### src/rtl/core/eas_pkg.sv
// ----------------------------------------------------------------------------
// eas_pkg: shared types and constants of the encoder angle and speed estimator
// Field widths, register codes, reset values and the reciprocal scale used
// by the modulo stage.
// ----------------------------------------------------------------------------
package eas_pkg;

  localparam int unsigned CNT_W     = 16;
  localparam int unsigned ANGLE_W   = 16;
  localparam int unsigned WEIGHT_W  = 11;
  localparam int unsigned COEFF_W   = 16;
  localparam int unsigned CFG_IDX_W = 2;
  localparam int unsigned CFG_DW    = 16;

  localparam int unsigned DEF_COUNTS_PER_ELEC_REV = 1000;
  localparam int unsigned DEF_ANGLE_SHIFT         = 6;

  // remainder before correction stays below twice the largest divisor
  localparam int unsigned REM_W       = 11;
  localparam int unsigned RECIP_SHIFT = 26;
  localparam int unsigned RECIP_W     = RECIP_SHIFT + 1;

  localparam logic [ANGLE_W-1:0]  RST_ANGLE_OFFSET = 16'd22180;
  localparam logic [WEIGHT_W-1:0] RST_OLD_WEIGHT   = 11'd355;
  localparam logic [WEIGHT_W-1:0] RST_NEW_WEIGHT   = 11'd669;
  localparam logic [COEFF_W-1:0]  RST_RPM_COEFF    = 16'd7500;

  typedef enum logic [CFG_IDX_W-1:0] {
    REG_ANGLE_OFFSET = 2'd0,
    REG_OLD_WEIGHT   = 2'd1,
    REG_NEW_WEIGHT   = 2'd2,
    REG_RPM_COEFF    = 2'd3
  } cfg_idx_t;

  typedef struct packed {
    logic [WEIGHT_W-1:0] old_weight;
    logic [WEIGHT_W-1:0] new_weight;
    logic [COEFF_W-1:0]  rpm_coeff;
  } speed_cfg_t;

  typedef struct packed {
    logic                kind;
    logic [ANGLE_W-1:0]  angle;
  } angle_item_t;

endpackage

### src/rtl/core/encoder_angle_speed_estimator.sv
// ----------------------------------------------------------------------------
// encoder_angle_speed_estimator: incremental encoder angle and speed estimator
// Input channel (in_valid/in_ready) carries kind and encoder_count; the
// result channel (out_valid/out_ready) carries elec_angle, angle_step,
// speed_filtered and rpm, one result per input transfer, in order.
// Kind 0 updates the angle only; kind 1 also updates step, filter and rpm.
// The input passes three angle stages and then one speed stage that holds
// the result register.
// Throughput: one item per clock while the result side takes results; the
// filter feedback closes in the speed stage, with three 16x11/16x16 multipliers.
// Each stage fills when its successor frees, so items keep entering while a
// result waits; with all four stages full, in_ready follows out_ready.
// Reset (rst_n, synchronous) empties the pipeline, zeroes the speed state and
// loads the register defaults. Write the cfg_ port only while idle.
// ----------------------------------------------------------------------------
module encoder_angle_speed_estimator
  import eas_pkg::*;
#(
  parameter int unsigned COUNTS_PER_ELEC_REV = DEF_COUNTS_PER_ELEC_REV,
  parameter int unsigned ANGLE_SHIFT         = DEF_ANGLE_SHIFT
) (
  input  logic                 clk,
  input  logic                 rst_n,
  input  logic                 in_valid,
  output logic                 in_ready,
  input  logic                 in_kind,
  input  logic [CNT_W-1:0]     in_encoder_count,
  output logic                 out_valid,
  input  logic                 out_ready,
  output logic [ANGLE_W-1:0]   out_elec_angle,
  output logic [ANGLE_W-1:0]   out_angle_step,
  output logic [ANGLE_W-1:0]   out_speed_filtered,
  output logic [ANGLE_W-1:0]   out_rpm,
  input  logic                 cfg_we,
  input  logic [CFG_IDX_W-1:0] cfg_index,
  input  logic [CFG_DW-1:0]    cfg_wdata
);

  logic [ANGLE_W-1:0]  angle_offset_r;
  logic [WEIGHT_W-1:0] old_weight_r;
  logic [WEIGHT_W-1:0] new_weight_r;
  logic [COEFF_W-1:0]  rpm_coeff_r;

  speed_cfg_t  speed_cfg;
  logic        mid_valid, mid_ready;
  angle_item_t mid_item;

  always_ff @(posedge clk) begin
    if (!rst_n) begin
      angle_offset_r <= RST_ANGLE_OFFSET;
      old_weight_r   <= RST_OLD_WEIGHT;
      new_weight_r   <= RST_NEW_WEIGHT;
      rpm_coeff_r    <= RST_RPM_COEFF;
    end else if (cfg_we) begin
      case (cfg_idx_t'(cfg_index))
        REG_ANGLE_OFFSET: angle_offset_r <= cfg_wdata[ANGLE_W-1:0];
        REG_OLD_WEIGHT:   old_weight_r   <= cfg_wdata[WEIGHT_W-1:0];
        REG_NEW_WEIGHT:   new_weight_r   <= cfg_wdata[WEIGHT_W-1:0];
        REG_RPM_COEFF:    rpm_coeff_r    <= cfg_wdata[COEFF_W-1:0];
        default: ;
      endcase
    end
  end

  assign speed_cfg.old_weight = old_weight_r;
  assign speed_cfg.new_weight = new_weight_r;
  assign speed_cfg.rpm_coeff  = rpm_coeff_r;

  eas_angle #(
    .COUNTS_PER_ELEC_REV (COUNTS_PER_ELEC_REV),
    .ANGLE_SHIFT         (ANGLE_SHIFT)
  ) u_angle (
    .clk          (clk),
    .rst_n        (rst_n),
    .in_valid     (in_valid),
    .in_ready     (in_ready),
    .in_kind      (in_kind),
    .in_count     (in_encoder_count),
    .angle_offset (angle_offset_r),
    .dn_valid     (mid_valid),
    .dn_ready     (mid_ready),
    .dn_item      (mid_item)
  );

  eas_speed u_speed (
    .clk                (clk),
    .rst_n              (rst_n),
    .up_valid           (mid_valid),
    .up_ready           (mid_ready),
    .up_item            (mid_item),
    .cfg                (speed_cfg),
    .out_valid          (out_valid),
    .out_ready          (out_ready),
    .out_elec_angle     (out_elec_angle),
    .out_angle_step     (out_angle_step),
    .out_speed_filtered (out_speed_filtered),
    .out_rpm            (out_rpm)
  );

endmodule

### src/rtl/core/eas_angle.sv
// ----------------------------------------------------------------------------
// eas_angle: corrected electrical angle pipeline
// Reduces the raw count modulo the counts per electrical turn by reciprocal
// multiplication, scales it and adds the angle offset. Three stages.
// ----------------------------------------------------------------------------
module eas_angle
  import eas_pkg::*;
#(
  parameter int unsigned COUNTS_PER_ELEC_REV = DEF_COUNTS_PER_ELEC_REV,
  parameter int unsigned ANGLE_SHIFT         = DEF_ANGLE_SHIFT
) (
  input  logic               clk,
  input  logic               rst_n,
  input  logic               in_valid,
  output logic               in_ready,
  input  logic               in_kind,
  input  logic [CNT_W-1:0]   in_count,
  input  logic [ANGLE_W-1:0] angle_offset,
  output logic               dn_valid,
  input  logic               dn_ready,
  output angle_item_t        dn_item
);

  localparam int unsigned RECIP = (2 ** RECIP_SHIFT) / COUNTS_PER_ELEC_REV;
  localparam int unsigned PROD_W = CNT_W + RECIP_W;

  logic               s1_valid_r, s2_valid_r, s3_valid_r;
  logic               s1_kind_r, s2_kind_r;
  logic [CNT_W-1:0]   s1_count_r, s2_count_r;
  logic [CNT_W-1:0]   s2_quot_r;
  angle_item_t        s3_item_r;

  logic               s3_ready, s2_ready;
  logic [PROD_W-1:0]  quot_prod;
  logic [CNT_W-1:0]   quot_nxt;
  logic [RECIP_W-1:0] back_prod;
  logic [CNT_W-1:0]   diff;
  logic [REM_W-1:0]   rem_raw, rem;
  logic [ANGLE_W-1:0] scaled;
  angle_item_t        s3_item_nxt;

  assign s3_ready = !s3_valid_r || dn_ready;
  assign s2_ready = !s2_valid_r || s3_ready;
  assign in_ready = !s1_valid_r || s2_ready;

  always_comb begin
    quot_prod = {{RECIP_W{1'b0}}, s1_count_r} * {{CNT_W{1'b0}}, RECIP_W'(RECIP)};
    quot_nxt  = quot_prod[RECIP_SHIFT +: CNT_W];
  end

  always_comb begin
    back_prod = {{(RECIP_W-CNT_W){1'b0}}, s2_quot_r} * RECIP_W'(COUNTS_PER_ELEC_REV);
    diff      = s2_count_r - back_prod[CNT_W-1:0];
    rem_raw   = diff[REM_W-1:0];
    rem       = (rem_raw >= REM_W'(COUNTS_PER_ELEC_REV)) ?
                rem_raw - REM_W'(COUNTS_PER_ELEC_REV) : rem_raw;
    scaled    = ANGLE_W'({{(ANGLE_W-REM_W){1'b0}}, rem} << ANGLE_SHIFT);
    s3_item_nxt.kind  = s2_kind_r;
    s3_item_nxt.angle = scaled + angle_offset;
  end

  always_ff @(posedge clk) begin
    if (!rst_n) begin
      s1_valid_r <= 1'b0;
      s2_valid_r <= 1'b0;
      s3_valid_r <= 1'b0;
    end else begin
      if (in_ready) s1_valid_r <= in_valid;
      if (s2_ready) s2_valid_r <= s1_valid_r;
      if (s3_ready) s3_valid_r <= s2_valid_r;
    end
  end

  always_ff @(posedge clk) begin
    if (in_ready && in_valid) begin
      s1_kind_r  <= in_kind;
      s1_count_r <= in_count;
    end
    if (s2_ready && s1_valid_r) begin
      s2_kind_r  <= s1_kind_r;
      s2_count_r <= s1_count_r;
      s2_quot_r  <= quot_nxt;
    end
    if (s3_ready && s2_valid_r) begin
      s3_item_r <= s3_item_nxt;
    end
  end

  assign dn_valid = s3_valid_r;
  assign dn_item  = s3_item_r;

  a_in_stall_full: assert property (@(posedge clk) disable iff (!rst_n)
    !in_ready |-> (s1_valid_r && s2_valid_r && s3_valid_r))
    else $error("input stalled with a free stage");

  a_s1_hold: assert property (@(posedge clk) disable iff (!rst_n)
    (s1_valid_r && !s2_ready) |=> (s1_valid_r && $stable(s1_count_r)))
    else $error("first stage lost a held item");

  a_rem_range: assert property (@(posedge clk) disable iff (!rst_n)
    s2_valid_r |-> (rem < REM_W'(COUNTS_PER_ELEC_REV)))
    else $error("remainder not reduced");

endmodule

### src/rtl/core/eas_speed.sv
// ----------------------------------------------------------------------------
// eas_speed: angle step, speed filter and rpm stage with result register
// Closes the filter feedback within the stage and holds the result until the
// output transfer.
// ----------------------------------------------------------------------------
module eas_speed
  import eas_pkg::*;
(
  input  logic               clk,
  input  logic               rst_n,
  input  logic               up_valid,
  output logic               up_ready,
  input  angle_item_t        up_item,
  input  speed_cfg_t         cfg,
  output logic               out_valid,
  input  logic               out_ready,
  output logic [ANGLE_W-1:0] out_elec_angle,
  output logic [ANGLE_W-1:0] out_angle_step,
  output logic [ANGLE_W-1:0] out_speed_filtered,
  output logic [ANGLE_W-1:0] out_rpm
);

  localparam int unsigned WPROD_W = WEIGHT_W + ANGLE_W;
  localparam int unsigned TERM_W  = WPROD_W - 10;
  localparam int unsigned SUM_W   = TERM_W + 1;

  logic               out_valid_r;
  logic [ANGLE_W-1:0] elec_angle_r;
  logic [ANGLE_W-1:0] prev_angle_r, prev_angle_nxt;
  logic [ANGLE_W-1:0] filter_acc_r, filter_acc_nxt;
  logic [ANGLE_W-1:0] last_step_r, last_step_nxt;
  logic [ANGLE_W-1:0] last_rpm_r, last_rpm_nxt;

  logic                      load;
  logic [ANGLE_W-1:0]        step;
  logic [WPROD_W-1:0]        old_prod, new_prod;
  logic [SUM_W-1:0]          filt_sum;
  logic [ANGLE_W+COEFF_W-1:0] rpm_prod;

  assign up_ready = !out_valid_r || out_ready;
  assign load     = up_valid && up_ready;

  always_comb begin
    step     = prev_angle_r - up_item.angle;
    old_prod = {{ANGLE_W{1'b0}}, cfg.old_weight} * {{WEIGHT_W{1'b0}}, filter_acc_r};
    new_prod = {{ANGLE_W{1'b0}}, cfg.new_weight} * {{WEIGHT_W{1'b0}}, step};
    filt_sum = {1'b0, old_prod[WPROD_W-1:10]} + {1'b0, new_prod[WPROD_W-1:10]};
    rpm_prod = {{COEFF_W{1'b0}}, step} * {{ANGLE_W{1'b0}}, cfg.rpm_coeff};

    prev_angle_nxt = prev_angle_r;
    filter_acc_nxt = filter_acc_r;
    last_step_nxt  = last_step_r;
    last_rpm_nxt   = last_rpm_r;
    if (load && up_item.kind) begin
      prev_angle_nxt = up_item.angle;
      filter_acc_nxt = (filt_sum > SUM_W'(16'hFFFF)) ? 16'hFFFF : filt_sum[ANGLE_W-1:0];
      last_step_nxt  = step;
      last_rpm_nxt   = rpm_prod[COEFF_W +: ANGLE_W];
    end
  end

  always_ff @(posedge clk) begin
    if (!rst_n) begin
      out_valid_r  <= 1'b0;
      prev_angle_r <= '0;
      filter_acc_r <= '0;
      last_step_r  <= '0;
      last_rpm_r   <= '0;
    end else begin
      if (up_ready) out_valid_r <= up_valid;
      prev_angle_r <= prev_angle_nxt;
      filter_acc_r <= filter_acc_nxt;
      last_step_r  <= last_step_nxt;
      last_rpm_r   <= last_rpm_nxt;
    end
  end

  always_ff @(posedge clk) begin
    if (load) elec_angle_r <= up_item.angle;
  end

  assign out_valid          = out_valid_r;
  assign out_elec_angle     = elec_angle_r;
  assign out_angle_step     = last_step_r;
  assign out_speed_filtered = filter_acc_r;
  assign out_rpm            = last_rpm_r;

  a_angle_item_keeps_state: assert property (@(posedge clk) disable iff (!rst_n)
    (load && !up_item.kind) |=>
      ($stable(prev_angle_r) && $stable(filter_acc_r) && $stable(last_rpm_r)))
    else $error("angle item changed speed state");

  a_stall_holds_result: assert property (@(posedge clk) disable iff (!rst_n)
    (out_valid_r && !out_ready) |=>
      (out_valid_r && $stable(elec_angle_r) && $stable(filter_acc_r)))
    else $error("held result changed");

  a_speed_stores_angle: assert property (@(posedge clk) disable iff (!rst_n)
    (load && up_item.kind) |=> (prev_angle_r == elec_angle_r))
    else $error("speed item did not store angle");

endmodule

### config.mk
export PLATFORM = sky130hd
export DESIGN_NAME = encoder_angle_speed_estimator
export DESIGN_NICKNAME = d
export VERILOG_FILES = /design/src/rtl/core/eas_pkg.sv /design/src/rtl/core/encoder_angle_speed_estimator.sv /design/src/rtl/core/eas_angle.sv /design/src/rtl/core/eas_speed.sv
export SDC_FILE = /design/constraint.sdc
export NUM_CORES = 2
export LEC_CHECK = 0
export ABC_CLOCK_PERIOD_IN_PS = 9000
export BUFFER_PORTS_ARGS = -buffer_cell sky130_fd_sc_hd__buf_4
export CELL_PAD_IN_SITES_DETAIL_PLACEMENT = 2
export CELL_PAD_IN_SITES_GLOBAL_PLACEMENT = 2
export CORE_MARGIN = 2
export CORE_UTILIZATION = 38
export CTS_BUF_LIST = sky130_fd_sc_hd__clkbuf_4 sky130_fd_sc_hd__clkbuf_8
export DETAILED_ROUTE_END_ITERATION = 16
export PLACE_DENSITY = 0.81
export SYNTH_ARGS = -nofsm -noshare
export SYNTH_HDL_FRONTEND = slang
export SYNTH_SLANG_ARGS = --single-unit
### constraint.sdc
create_clock -name clk -period 9 [get_ports clk]
set_input_delay 1.35 -clock clk [delete_from_list [all_inputs] [get_ports clk]]
set_output_delay 1.35 -clock clk [all_outputs]
set_load 0.02 [all_outputs]
==> impl_metrics.tcl <==
set metrics [dict create \
    status "finished, final reports clean" \
    synth_area_per_cell_sq_um 9.15 \
    synth.top_cells.by_count "inv_1, nand2_1, fa_1" \
    grt_antenna_before_repair 1 \
    die-width_microns 285 \
    synth.yosys.seq_area_share 0.151 \
    required_ns 9.43 \
    synth-main-ff-cell "dfxtp_1" \
    first_pass_iters 5 \
    synthAdderAreaFrac 0.491 \
    die_height_microns 285 \
    cpPeakStageDelay_ns 0.55 \
    synth.largest_area_cell "fa_1" \
    synthTopCellsByArea "fa_1, ha_1, dfxtp_1, inv_1, edfxtp_1" \
    rr_worst_depth 38 \
    fin_crit_ns 8.78 \
    initial_core_util 0.385 \
    dp.cells 4315 \
    ios 106 \
    synth_compound_area_frac 0.0716 \
    htreeDepth 4 \
    worstSetupPathType "flop to flop" \
    cts_made_buffers 17 \
    grtUsageTotal 0.234 \
    drt_iter0_drc 970 \
    crit_cells 38 \
    port_buffers 105 \
    synth_seq_cells 191 \
    drt-total-wl_microns 94100 \
    core_sq_um 77700 \
    synthSimpleGateAreaFrac 0.159 \
    syn_to_final_growth_pct 9.33 \
    path_buf_inv 5 \
    final_max_slew_viol_count 0 \
    viasPerCell 5.24 \
    synthMuxAreaShare 0 \
    synth_most_common_cell "inv_1" \
    crit_slowest_cell "fa_1" \
    synth_edf_count 69 \
    async_reset_ff_frac 0 \
    crit_fanout 16 \
    fin_cells 4366 \
    worst_slew_pin_slew_ns 1.15 \
    ys.warnings.count 0 \
    hpwl_microns 74300 \
    reg2reg_to "u_speed.out_speed_filtered[15]" \
    setup_viol_count_final 0 \
    rr_startpoint "u_angle.dn_item[0]" \
    clk_pin_slew_worst_paths_ns 0.13 \
    grt_pass1_wl_microns 149000 \
    hold_viol_final 0 \
    postRouteAntennaNets 0 \
    placed_area_sq_um 31900 \
    cts_buffer_depth 2 \
    grt_pass1_vias 27200 \
    synth_top_family_by_area "adder cells" \
    fillers 8455 \
    die_area_sq_um 81000 \
    cts.sinks 191 \
    clk_latency_ns 0.54 \
    drive_gt1_frac 0.0848 \
    overflow 0 \
    reg2reg_slack_ns 0.22 \
    nets 4236 \
    yosysTopAreaCellShare 0.322 \
    synthCells 3268 \
    dr_total_vias 22900 \
    crit_family "adder cells" \
    hp-class "flop to flop" \
    synth.distinct_cells 74 \
    syn_nets 4192 \
    maxSlewHeadroom 0.229 \
    worstSetupStartpointType "flop" \
    path_common_cell "fa_1" \
    drcViolationCount 0 \
    timing.critical_path.to "u_speed.out_speed_filtered[15]" \
    end_kind "flop" \
    period_share 0.975 \
    synthXorXnorAreaFrac 0.0323 \
    grt_max_degree 62 \
    final_area_sq_um 32700 \
    drt-wirelength-per-cell_microns 21.6 \
    globalplace.congestion 0.794 \
    rows 102 \
    synthesis.area_sq_um 29900 \
    cap_violations 0 \
    cp.arrival_ns 9.21 \
    crit_start "u_angle.dn_item[0]" \
    cts_tree "built" \
    cts_root_buf "clkbuf_8" \
    worst_clock_skew_ns 0.0294 \
    max_freq_ghz 0.114 \
]
[sequential cells by signal (all words and copies together) (netlist names), 7 cells and up]
signal                      flops
rpm_coeff_r                    16
u_speed.out_elec_angle         16
old_weight_r                   11
u_angle.s2_count_r             11
u_speed.out_rpm                16
u_speed.prev_angle_r           16
u_angle.dn_item                17
u_angle.s2_quot_r               7
u_speed.out_angle_step         16
u_angle.s1_count_r             16
angle_offset_r                 16
new_weight_r                   11
u_speed.out_speed_filtered     16
[cell families after synthesis]
| group | after synthesis |
|---|---|
| flip-flops | 191 |
| AND/OR/NAND/NOR | 1006 |
| buffers and inverters | 759 |
| adder cells (fa/ha/maj) | 884 |
| XOR/XNOR | 107 |
| AO/OA/AOI/OAI | 321 |
[per-stage QoR]
step           setup TNS (ns)  hold WS, ns  setup WS (ns)  utilization
2_1_floorplan               0        0.400          0.333            -
3_3_place_gp                0        0.404          0.169        0.410
3_5_place_dp            -2.48        0.431         -0.165        0.410
4_1_cts                     0        0.447         0.0155        0.416
5_1_grt                 -1.82        0.452         -0.123        0.421
6_report                    0        0.440          0.221        0.421
[cell type report]
| class | count | area (sq um) | area share |
|---|---|---|---|
| inverters | 617 | 2320 | 0.0708 |
| diodes | 1 | 2.50 | 0.0000765 |
| multi-input cells | 2319 | 22900 | 0.700 |
| clock inverters | 15 | 173 | 0.00528 |
| flip-flops and latches | 191 | 4510 | 0.138 |
| repair buffers | 166 | 1270 | 0.0388 |
| well taps | 1040 | 1300 | 0.0398 |
| clock buffers | 17 | 234 | 0.00716 |
[how the worst min path moves through the flow]
stage	start	to	cells after the start
2_1_floorplan	u_angle.s2_kind_r	u_angle.dn_item[16]	0
3_3_place_gp	u_angle.s1_kind_r	u_angle.s2_kind_r	0
3_5_place_dp	u_angle.s2_kind_r	u_angle.dn_item[16]	0
4_1_cts	u_angle.s1_kind_r	u_angle.s2_kind_r	0
5_1_grt	u_angle.s1_kind_r	u_angle.s2_kind_r	0
6_report	u_angle.s1_kind_r	u_angle.s2_kind_r	0
[layer usage]
layer / vias up / routed length, microns / global-route usage
met1: 12100 / 39200 / 0.287
met4: 0 / 2680 / 0.0667
met5: - / 0 / 0
li1: 10200 / - / -
met2: 370 / 50000 / 0.436
met3: 147 / 2270 / 0.0169
[cells in the final DEF, fill, tap and decap left out, types with 4 or more instances in the layout]
| cell type | instances |
|---|---|
| a211o_1 | 5 |
| xnor2_2 | 6 |
| and3_1 | 10 |
| nor2_1 | 56 |
| a21oi_2 | 13 |
| inv_1 | 616 |
| xnor2_4 | 7 |
| buf_4 | 162 |
| xnor2_1 | 64 |
| fa_1 | 480 |
| clkbuf_8 | 17 |
| inv_8 | 4 |
| o21bai_1 | 16 |
| xor2_1 | 29 |
| o21a_1 | 17 |
| o21ai_0 | 38 |
| a211oi_1 | 9 |
| a21oi_1 | 113 |
| o221a_2 | 16 |
| dfxtp_1 | 122 |
| nor2b_1 | 30 |
| ha_1 | 400 |
| and2_1 | 237 |
| o211ai_1 | 6 |
| nand2_1 | 537 |
| or3_1 | 6 |
| nor4_1 | 6 |
| nor3_1 | 20 |
| nand2b_1 | 11 |
| a21o_1 | 30 |
| nand4_1 | 7 |
| a31oi_1 | 7 |
| edfxtp_1 | 69 |
| nand3_1 | 57 |
[timing repair]
action,4_1_cts,5_1_grt
gates cloned,0,1
hold buffers,0,0
setup endpoints to repair,16,29
resized for setup,10,41
buffers inserted,0,17
pin swaps,0,17
Power is left out: the tool's default activity adds up to more than one toggle a clock period on the data nets, which glitch-free logic cannot reach.
